[config.mk]
export PLATFORM = sky130hd
export DESIGN_NAME = id3_priv_timestamp_parser_unit
export DESIGN_NICKNAME = d
export VERILOG_FILES = /design/src/hw/rtl/id3pts_pkg.sv /design/src/hw/rtl/id3_priv_timestamp_parser_unit.sv
export SDC_FILE = /design/constraint.sdc
export NUM_CORES = 1
export LEC_CHECK = 0
export BUFFER_PORTS_ARGS = -buffer_cell sky130_fd_sc_hd__buf_2
export CORE_MARGIN = 4
export CORE_UTILIZATION = 49
export DETAILED_ROUTE_END_ITERATION = 10
export PLACE_DENSITY_LB_ADDON = 0.08
export SETUP_SLACK_MARGIN = 0.4
export SYNTH_ARGS = -nofsm -noshare
export SYNTH_HDL_FRONTEND = slang
export SYNTH_SLANG_ARGS = --single-unit
[constraint.sdc]
create_clock -name clk -period 21.3 [get_ports clk]
set_input_delay 2.13 -clock clk [delete_from_list [all_inputs] [get_ports clk]]
set_output_delay 2.13 -clock clk [all_outputs]
set_load 0.05 [all_outputs]
[src/hw/rtl/id3pts_pkg.sv]
// ----------------------------------------------------------------------------
// id3pts_pkg
// Constants, codes and lookup functions for the ID3 PRIV timestamp parser.
// ----------------------------------------------------------------------------
package id3pts_pkg;

  localparam int HDR_LEN   = 10;
  localparam int PRIV_LEN  = 53;
  localparam int OWNER_LEN = 44;
  localparam int QDEPTH    = 4;
  localparam int QPTR_W    = $clog2(QDEPTH);
  localparam int QCNT_W    = $clog2(QDEPTH + 1);

  // result status codes
  localparam logic [1:0] ST_TAG_OK    = 2'd0;
  localparam logic [1:0] ST_TRUNCATED = 2'd1;
  localparam logic [1:0] ST_NO_TAG    = 2'd2;

  localparam logic [23:0] MAGIC_STR = "ID3";
  localparam logic [31:0] PRIV_STR  = "PRIV";
  // transport stream timestamp owner string, ASCII, first character in the MSBs
  localparam logic [8*OWNER_LEN-1:0] OWNER_STR = {
    32'h636f6d2e, 32'h6170706c, 32'h652e7374, 32'h7265616d,
    32'h696e672e, 32'h7472616e, 32'h73706f72, 32'h74537472,
    32'h65616d54, 32'h696d6573, 32'h74616d70};

  typedef enum logic [2:0] {
    PH_HEADER = 3'd0,
    PH_FRAME  = 3'd1,
    PH_BODY   = 3'd2,
    PH_SKIP   = 3'd3,
    PH_HALT   = 3'd4
  } phase_t;

  typedef struct packed {
    logic [63:0] ts;
    logic [1:0]  status;
    logic        fresh;
    logic        last;
  } out_item_t;

  function automatic logic [7:0] magic_byte(input logic [1:0] i);
    logic [7:0] b;
    case (i)
      2'd0:    b = MAGIC_STR[23:16];
      2'd1:    b = MAGIC_STR[15:8];
      2'd2:    b = MAGIC_STR[7:0];
      default: b = 8'h00;
    endcase
    return b;
  endfunction

  function automatic logic [7:0] priv_byte(input logic [1:0] i);
    logic [7:0] b;
    case (i)
      2'd0:    b = PRIV_STR[31:24];
      2'd1:    b = PRIV_STR[23:16];
      2'd2:    b = PRIV_STR[15:8];
      default: b = PRIV_STR[7:0];
    endcase
    return b;
  endfunction

  // valid for i below OWNER_LEN
  function automatic logic [7:0] owner_byte(input logic [5:0] i);
    logic [8*OWNER_LEN-1:0] s;
    s = OWNER_STR << (8 * i);
    return s[8*OWNER_LEN-1 -: 8];
  endfunction

endpackage

[src/hw/rtl/id3_priv_timestamp_parser_unit.sv]
// ----------------------------------------------------------------------------
// id3_priv_timestamp_parser_unit
// Byte-serial ID3v2 tag scanner that extracts a PRIV stream timestamp.
// ----------------------------------------------------------------------------
// Input channel: one stream byte per transfer on in_tdata; a transfer with
// in_tlast set marks end of stream (its data byte is ignored), closes the
// current parse and re-arms the parser for a new tag.
// Output channel: status results. out_tdata carries the latest timestamp,
// out_tuser the status and the new-timestamp flag, out_tlast marks the last
// result caused by one input transfer (end of stream can cause two).
// Throughput: one input byte per cycle. The parse state is updated in the
// cycle a byte is taken; its results enter a four-entry result queue at the
// accepting edge and are shown on the output from the head of the queue.
// in_tready is high while the queue has room for two results, so with an
// output that takes every result the input never stalls. When the receiver
// stalls, queued results hold and the input stops once fewer than two
// entries are free.
// Reset (rst_n low, synchronous) empties the queue, clears the stored
// timestamp and returns the parser to looking for a tag header.
// ----------------------------------------------------------------------------
module id3_priv_timestamp_parser_unit
  import id3pts_pkg::*;
(
  input  logic        clk,
  input  logic        rst_n,
  input  logic        in_tvalid,
  output logic        in_tready,
  input  logic [7:0]  in_tdata,   // [7:0] data_byte
  input  logic        in_tlast,   // end_of_stream
  output logic        out_tvalid,
  input  logic        out_tready,
  output logic [63:0] out_tdata,  // [63:0] timestamp
  output logic [2:0]  out_tuser,  // [1:0] status, [2] timestamp_new
  output logic        out_tlast   // last_result
);

  phase_t       phase_r, phase_nxt;
  logic [5:0]   idx_r, idx_nxt;
  logic [31:0]  tag_rem_r, tag_rem_nxt;
  logic [31:0]  skip_r, skip_nxt;
  logic [63:0]  acc_r, acc_nxt;
  logic         match_r, match_nxt;
  logic         owner_r, owner_nxt;
  logic [63:0]  ts_r, ts_nxt;
  logic         loaded_r, loaded_nxt;

  out_item_t             q_r [QDEPTH];
  logic [QPTR_W-1:0]     wr_ptr_r, rd_ptr_r;
  logic [QCNT_W-1:0]     cnt_r;

  logic        in_fire, out_fire;
  logic [1:0]  n_emit;
  out_item_t   e0, e1;
  logic        fd;
  logic [31:0] fd_rem;
  logic [31:0] fsize;
  logic [1:0]  i2;

  assign in_fire  = in_tvalid & in_tready;
  assign out_fire = out_tvalid & out_tready;
  assign i2       = idx_r[1:0];

  always_comb begin
    phase_nxt   = phase_r;
    idx_nxt     = idx_r;
    tag_rem_nxt = tag_rem_r;
    skip_nxt    = skip_r;
    acc_nxt     = acc_r;
    match_nxt   = match_r;
    owner_nxt   = owner_r;
    ts_nxt      = ts_r;
    loaded_nxt  = loaded_r;
    n_emit      = 2'd0;
    e0          = '0;
    e1          = '0;
    fd          = 1'b0;
    fd_rem      = tag_rem_r;
    fsize       = 32'd0;

    if (in_tlast) begin
      e0.fresh = loaded_r;
      e0.last  = 1'b1;
      case (phase_r)
        PH_HEADER: begin
          e0.status = ST_NO_TAG;
          n_emit    = 2'd1;
        end
        PH_FRAME, PH_BODY: begin
          e0.status = ST_TRUNCATED;
          n_emit    = 2'd1;
        end
        PH_SKIP: begin
          if (tag_rem_r > 32'(HDR_LEN)) begin
            e0.status = ST_TRUNCATED;
            n_emit    = 2'd1;
          end else begin
            // skip counts as done, then the next header cannot be read
            e0.status = ST_TAG_OK;
            e0.last   = 1'b0;
            e1.status = ST_NO_TAG;
            e1.fresh  = 1'b0;
            e1.last   = 1'b1;
            n_emit    = 2'd2;
          end
        end
        default: n_emit = 2'd0;
      endcase
      phase_nxt   = PH_HEADER;
      idx_nxt     = '0;
      acc_nxt     = '0;
      match_nxt   = 1'b1;
      owner_nxt   = 1'b1;
      loaded_nxt  = 1'b0;
      tag_rem_nxt = '0;
      skip_nxt    = '0;
    end else begin
      case (phase_r)
        PH_HEADER: begin
          if (idx_r < 6'd3 && in_tdata != magic_byte(i2)) match_nxt = 1'b0;
          // tag size: 7 bits per byte, no masking of the top bit
          if (idx_r >= 6'd6) acc_nxt = (acc_r << 7) | {56'd0, in_tdata};
          if (idx_r < 6'(HDR_LEN - 1)) begin
            idx_nxt = idx_r + 6'd1;
          end else if (!match_nxt) begin
            e0.status = ST_NO_TAG;
            e0.fresh  = loaded_r;
            e0.last   = 1'b1;
            n_emit    = 2'd1;
            phase_nxt = PH_HALT;
          end else begin
            tag_rem_nxt = acc_nxt[31:0];
            fd          = 1'b1;
            fd_rem      = acc_nxt[31:0];
          end
        end
        PH_FRAME: begin
          if (idx_r < 6'd4 && in_tdata != priv_byte(i2)) match_nxt = 1'b0;
          if (idx_r >= 6'd4 && idx_r < 6'd8)
            acc_nxt = (acc_r << 8) | {56'd0, in_tdata};
          if (idx_r < 6'(HDR_LEN - 1)) begin
            idx_nxt = idx_r + 6'd1;
          end else begin
            fsize       = acc_nxt[31:0];
            tag_rem_nxt = tag_rem_r - (32'(HDR_LEN) + fsize);
            idx_nxt     = '0;
            acc_nxt     = '0;
            if (match_nxt && fsize == 32'(PRIV_LEN)) begin
              phase_nxt = PH_BODY;
              owner_nxt = 1'b1;
            end else begin
              skip_nxt = fsize;
              if (fsize == 32'd0) begin
                fd     = 1'b1;
                fd_rem = tag_rem_nxt;
              end else begin
                phase_nxt = PH_SKIP;
              end
            end
          end
        end
        PH_BODY: begin
          if (idx_r < 6'(OWNER_LEN)) begin
            if (in_tdata != owner_byte(idx_r)) owner_nxt = 1'b0;
          end else if (idx_r == 6'(OWNER_LEN)) begin
            if (in_tdata != 8'd0) owner_nxt = 1'b0;
          end else begin
            acc_nxt = (acc_r << 8) | {56'd0, in_tdata};
          end
          if (idx_r < 6'(PRIV_LEN - 1)) begin
            idx_nxt = idx_r + 6'd1;
          end else begin
            if (owner_nxt) begin
              ts_nxt     = acc_nxt;
              loaded_nxt = 1'b1;
            end
            fd = 1'b1;
          end
        end
        PH_SKIP: begin
          skip_nxt = skip_r - 32'd1;
          if (skip_nxt == 32'd0) fd = 1'b1;
        end
        default: n_emit = 2'd0;
      endcase

      // frame finished: next frame header, or close the tag
      if (fd) begin
        if (fd_rem > 32'(HDR_LEN)) begin
          phase_nxt = PH_FRAME;
          idx_nxt   = '0;
          acc_nxt   = '0;
          match_nxt = 1'b1;
        end else begin
          e0.status  = ST_TAG_OK;
          e0.fresh   = loaded_nxt;
          e0.last    = 1'b1;
          n_emit     = 2'd1;
          phase_nxt  = PH_HEADER;
          idx_nxt    = '0;
          acc_nxt    = '0;
          match_nxt  = 1'b1;
          owner_nxt  = 1'b1;
          loaded_nxt = 1'b0;
        end
      end
    end
    e0.ts = ts_nxt;
    e1.ts = ts_nxt;
  end

  always_ff @(posedge clk) begin
    if (!rst_n) begin
      phase_r   <= PH_HEADER;
      idx_r     <= '0;
      tag_rem_r <= '0;
      skip_r    <= '0;
      acc_r     <= '0;
      match_r   <= 1'b1;
      owner_r   <= 1'b1;
      ts_r      <= '0;
      loaded_r  <= 1'b0;
    end else if (in_fire) begin
      phase_r   <= phase_nxt;
      idx_r     <= idx_nxt;
      tag_rem_r <= tag_rem_nxt;
      skip_r    <= skip_nxt;
      acc_r     <= acc_nxt;
      match_r   <= match_nxt;
      owner_r   <= owner_nxt;
      ts_r      <= ts_nxt;
      loaded_r  <= loaded_nxt;
    end
  end

  // result queue: up to two pushes and one pop per cycle
  logic [1:0]        push_n;
  logic [QPTR_W-1:0] wr_ptr_p1;

  assign push_n    = in_fire ? n_emit : 2'd0;
  assign wr_ptr_p1 = wr_ptr_r + QPTR_W'(1);

  always_ff @(posedge clk) begin
    if (!rst_n) begin
      wr_ptr_r <= '0;
      rd_ptr_r <= '0;
      cnt_r    <= '0;
    end else begin
      wr_ptr_r <= wr_ptr_r + QPTR_W'(push_n);
      if (out_fire) rd_ptr_r <= rd_ptr_r + QPTR_W'(1);
      cnt_r <= cnt_r + QCNT_W'(push_n) - QCNT_W'(out_fire);
    end
  end

  always_ff @(posedge clk) begin
    if (push_n != 2'd0) q_r[wr_ptr_r] <= e0;
    if (push_n == 2'd2) q_r[wr_ptr_p1] <= e1;
  end

  assign in_tready  = (cnt_r <= QCNT_W'(QDEPTH - 2));
  assign out_tvalid = (cnt_r != '0);
  assign out_tdata  = q_r[rd_ptr_r].ts;
  assign out_tuser  = {q_r[rd_ptr_r].fresh, q_r[rd_ptr_r].status};
  assign out_tlast  = q_r[rd_ptr_r].last;

endmodule

==> results.json <==
{
  "outcome": "finished clean",
  "synthFlopType": "sky130_fd_sc_hd__edfxtp_1",
  "via_count_of_the_first_global_routing_pass": 23200,
  "num_io_pins": 83,
  "hpwlAfterDp_mm": 62.2,
  "cap_viol_max_count": 0,
  "p_leak_nw": 11.7,
  "worst-path-max-fanout": 69,
  "syn_avg_cell_area_um2": 9.11,
  "synth-edff-count": 264,
  "timing.hold.worst_endpoint": "q_r[1][1]$_SDFFE_PP0P_",
  "multiInputGateArea_um2": 14900,
  "worst_slew_margin_rel_pct": 10.2,
  "clock-skew-final_ns": 0.0478,
  "io_buffers": 82,
  "clk_root_buf": "sky130_fd_sc_hd__clkbuf_16",
  "max_clock_freq_ghz": 0.117,
  "global_route_wire_length_before_repair_mm": 141,
  "yosys_register_bits": 485,
  "design.final.nets": 3165,
  "yosysWarningCount": 0,
  "drc_errors": 0,
  "vdd.ir_drop.worst_uv": 78.6,
  "tns_ns": 0,
  "p_per_area_nw_per_um2": 78.6,
  "placeableCoreArea_um2": 58000,
  "fillerInstances": 5212,
  "floorplan.initialDensity_pct": 49.8,
  "fin_worst_hold_slack_ns": 0.460,
  "synthesis.nets": 3257,
  "row_count": 88,
  "critPathRequiredTime_ns": 21.54,
  "finalNonFillerCells": 3885,
  "r2r-start": "idx_r[2]$_SDFFE_PN0P_",
  "synth_sequential_area_ratio_pct": 42.8,
  "fin_ws_ns": 12.76,
  "place_worst_setup_slack_ns": 12.44,
  "clk-insertion-delay-late_ns": 0.62,
  "global_route.usage.total_pct": 28.1,
  "clkSinkCount": 485,
  "grt_start_max_net_pins": 90,
  "postSynth.asyncResetShare_pct": 0,
  "synth_area_leader_cell": "sky130_fd_sc_hd__edfxtp_1",
  "register_area_um2": 12400,
  "critical_path.endpoint_type": "register",
  "drtAntennaViolNets": 0,
  "place.detailed.instances": 3789,
  "post_cts_buffers": 0,
  "ys_types": 98,
  "die_h_um": 251,
  "finalHoldViolCount": 0,
  "period_minus_slack_ns": 8.54,
  "timing.final.setup_violations": 0,
  "gp_routability_congestion": 0.956,
  "clk_pin_slew_worst_paths_ns": 0.06,
  "ys_top_cells_by_area": "sky130_fd_sc_hd__edfxtp_1 (27%), sky130_fd_sc_hd__dfxtp_1 (15%), sky130_fd_sc_hd__nor2_1 (6.2%), sky130_fd_sc_hd__mux4_2 (5.3%), sky130_fd_sc_hd__mux2i_1 (4.5%)",
  "postSynthCellCount": 3169,
  "drtIter0Drc": 2328,
  "synthDominantCellAreaShare_pct": 27.5,
  "holdBufCountCts": 0,
  "rsz_0062_raised_after_global_routing": "no",
  "antenna_found_initial": 0,
  "final_max_slew_viol_count": 0,
  "timing.critical_path.arrival_ns": 8.79,
  "worstSetupPathType": "register to register",
  "vias_per_cell": 6.21,
  "crit_path_start_kind": "register",
  "drt-pass1-iter-count": 9,
  "power_mw": 2.45,
  "routed_wirelength_mm": 91.4,
  "r2r.worst_path.cells": 22,
  "floorplan.die.width_um": 251,
  "cts.htree.levels": 2,
  "grt.overflow.total": 0,
  "whs_path_depth": 1,
  "register_to_register_path_setup_slack_ns": 12.76,
  "vias": 24100,
  "clock_tree_from_tritoncts": "done",
  "die-area_um2": 62900,
  "drive_above_1_share_pct": 10.6,
  "route.detailed.wl_per_inst_um": 23.5,
  "hold_class": "register to register",
  "min_period_over_period_pct": 40.1,
  "ctsLongestPathBuffers": 3,
  "hp-start": "q_r[1][1]$_SDFFE_PP0P_",
  "cts_resized": 0,
  "worstMarginPinSlew_ns": 1.34,
  "tritoncts.num_buffers": 51,
  "mappedNetlistArea_um2": 28900,
  "area.growth.synth_to_final_pct": 8.14,
  "r2r_end": "q_r[1][54]$_DFFE_PP_"
}
-- cell type report --
type | instances | area share [%]
Sequential cell | 485 | 39.6
Multi-Input combinational cell | 2264 | 47.7
Antenna cell | 1 | 0.00801
Tap cell | 765 | 3.07
Timing Repair Buffer | 125 | 2.38
Clock buffer | 79 | 4.88
Inverter | 150 | 1.80
Clock inverter | 16 | 0.529
-- per-layer routing --
| layer | wire, um | global-route usage [%] | share of wire (%) | vias up |
|---|---|---|---|---|
| met5 | 0 | 0 | 0 | - |
| met4 | 4420 | 11.9 | 4.8 | 0 |
| met3 | 5830 | 3.33 | 6.4 | 201 |
| met2 | 41700 | 44.7 | 46 | 953 |
| met1 | 39500 | 39.2 | 43 | 11700 |
| li1 | - | - | - | 11200 |
-- flip-flops by register name (all words and copies together) (netlist names), named ones only --
name       flops
acc_r         64
cnt_r          3
idx_r          6
loaded_r       1
match_r        1
owner_r        1
phase_r        3
q_r          272
rd_ptr_r       2
skip_r        32
tag_rem_r     32
ts_r          64
wr_ptr_r       2
-- stage by stage --
step / area, um2 / util [%]
after detailed placement: 29500 / 50.9
after CTS: 31200 / 53.8
final: 31200 / 53.8
after global routing: 31200 / 53.8
after global placement: 29500 / 50.8
after floorplan: 28900 / -
-- power by group --
group	switching [mW]	leakage, nW	internal (mW)
Sequential	0.0346	4.38	1.00
Clock	0.383	0.816	0.509
Combinational	0.371	6.46	0.151
Total	0.788	11.7	1.66
-- cells by family after synthesis --
kind of cell | share of synthesized area (%)
AND/OR/NAND/NOR | 19.5
XOR/XNOR | 1.55
flip-flops | 42.8
adder cells (fa/ha/maj) | 3.30
AO/OA/AOI/OAI | 17.0
buffers and inverters | 5.95
multiplexers | 9.89
-- Yosys cell counts (7+ instances only) --
cell type	number
sky130_fd_sc_hd__o31a_1	7
sky130_fd_sc_hd__a21o_1	18
sky130_fd_sc_hd__o22ai_1	33
sky130_fd_sc_hd__inv_1	147
sky130_fd_sc_hd__o21ai_0	151
sky130_fd_sc_hd__a22oi_1	24
sky130_fd_sc_hd__and3_1	14
sky130_fd_sc_hd__buf_1	17
sky130_fd_sc_hd__nand3_1	48
sky130_fd_sc_hd__mux2i_1	129
sky130_fd_sc_hd__nand4_1	22
sky130_fd_sc_hd__nand2b_1	14
sky130_fd_sc_hd__and2_1	96
sky130_fd_sc_hd__a21boi_0	52
sky130_fd_sc_hd__nor4_1	35
sky130_fd_sc_hd__xor2_1	24
sky130_fd_sc_hd__nand2_1	261
sky130_fd_sc_hd__or3_1	21
sky130_fd_sc_hd__nor2b_1	80
sky130_fd_sc_hd__o211ai_1	62
sky130_fd_sc_hd__buf_6	15
sky130_fd_sc_hd__o31ai_1	10
sky130_fd_sc_hd__buf_2	14
sky130_fd_sc_hd__dfxtp_1	221
sky130_fd_sc_hd__nor3_1	82
sky130_fd_sc_hd__a21oi_1	195
sky130_fd_sc_hd__mux4_2	68
sky130_fd_sc_hd__ha_1	73
sky130_fd_sc_hd__a2111oi_0	16
sky130_fd_sc_hd__edfxtp_1	264
sky130_fd_sc_hd__or2_2	7
sky130_fd_sc_hd__a211oi_1	18
sky130_fd_sc_hd__nor2_1	478
sky130_fd_sc_hd__a31oi_1	21
sky130_fd_sc_hd__xnor2_1	27
sky130_fd_sc_hd__a222oi_1	32
sky130_fd_sc_hd__o221ai_1	9
sky130_fd_sc_hd__clkbuf_1	220
-- cells in the final DEF (no fill, tap or decap), types with 35 or more instances in the layout --
cell / netlist / routed
sky130_fd_sc_hd__mux2i_1: 129 / 129
sky130_fd_sc_hd__ha_1: 73 / 73
sky130_fd_sc_hd__nand3_1: 48 / 48
sky130_fd_sc_hd__clkbuf_16: 0 / 54
sky130_fd_sc_hd__nor3_1: 82 / 80
sky130_fd_sc_hd__buf_2: 14 / 81
sky130_fd_sc_hd__mux4_2: 68 / 68
sky130_fd_sc_hd__inv_1: 147 / 146
sky130_fd_sc_hd__a21oi_1: 195 / 195
sky130_fd_sc_hd__edfxtp_1: 264 / 264
sky130_fd_sc_hd__dfxtp_1: 221 / 219
sky130_fd_sc_hd__nor4_1: 35 / 35
sky130_fd_sc_hd__o21ai_0: 151 / 149
sky130_fd_sc_hd__and2_1: 96 / 95
sky130_fd_sc_hd__nor2_1: 478 / 475
sky130_fd_sc_hd__nand2_1: 261 / 260
sky130_fd_sc_hd__buf_4: 3 / 41
sky130_fd_sc_hd__a21boi_0: 52 / 52
sky130_fd_sc_hd__o211ai_1: 62 / 62
sky130_fd_sc_hd__nor2b_1: 80 / 80
-- worst max path at each step --
| stage | to | slack (ns) | startpoint | depth (start not counted) |
|---|---|---|---|---|
| 6_report | q_r[1][54]$_DFFE_PP_ | 12.76 | idx_r[2]$_SDFFE_PN0P_ | 22 |
| 5_1_grt | q_r[1][49]$_DFFE_PP_ | 12.27 | idx_r[2]$_SDFFE_PN0P_ | 22 |
| 4_1_cts | q_r[1][54]$_DFFE_PP_ | 12.75 | idx_r[2]$_SDFFE_PN0P_ | 22 |
| 3_5_place_dp | q_r[1][65]$_DFFE_PP_ | 12.44 | in_tdata[0] | 22 |
| 3_3_place_gp | q_r[1][51]$_DFFE_PP_ | 12.55 | in_tdata[0] | 22 |
| 2_1_floorplan | q_r[2][0]$_DFFE_PP_ | 13.34 | in_tdata[0] | 22 |
-- worst max-delay path, cell delays in order, from the launching register on --
cell	delay (ns)
sky130_fd_sc_hd__dfxtp_1	0.97
sky130_fd_sc_hd__nor4b_4	0.93
sky130_fd_sc_hd__mux2i_1	0.50
sky130_fd_sc_hd__inv_1	0.09
sky130_fd_sc_hd__ha_1	0.19
sky130_fd_sc_hd__inv_1	0.06
sky130_fd_sc_hd__ha_1	0.16
sky130_fd_sc_hd__inv_1	0.06
sky130_fd_sc_hd__fa_1	0.39
sky130_fd_sc_hd__nand2b_1	0.20
sky130_fd_sc_hd__a21oi_1	0.31
sky130_fd_sc_hd__o2111a_1	0.34
sky130_fd_sc_hd__nor3_1	0.18
sky130_fd_sc_hd__o41ai_1	0.51
sky130_fd_sc_hd__o32ai_1	0.17
sky130_fd_sc_hd__or4b_4	0.59
sky130_fd_sc_hd__o31ai_4	0.26
sky130_fd_sc_hd__nand3_1	0.15
sky130_fd_sc_hd__nor2_4	0.26
sky130_fd_sc_hd__o211ai_4	0.11
sky130_fd_sc_hd__buf_4	0.41
sky130_fd_sc_hd__inv_2	0.73
sky130_fd_sc_hd__buf_4	0.58
Power figures use the tool's default switching activity.
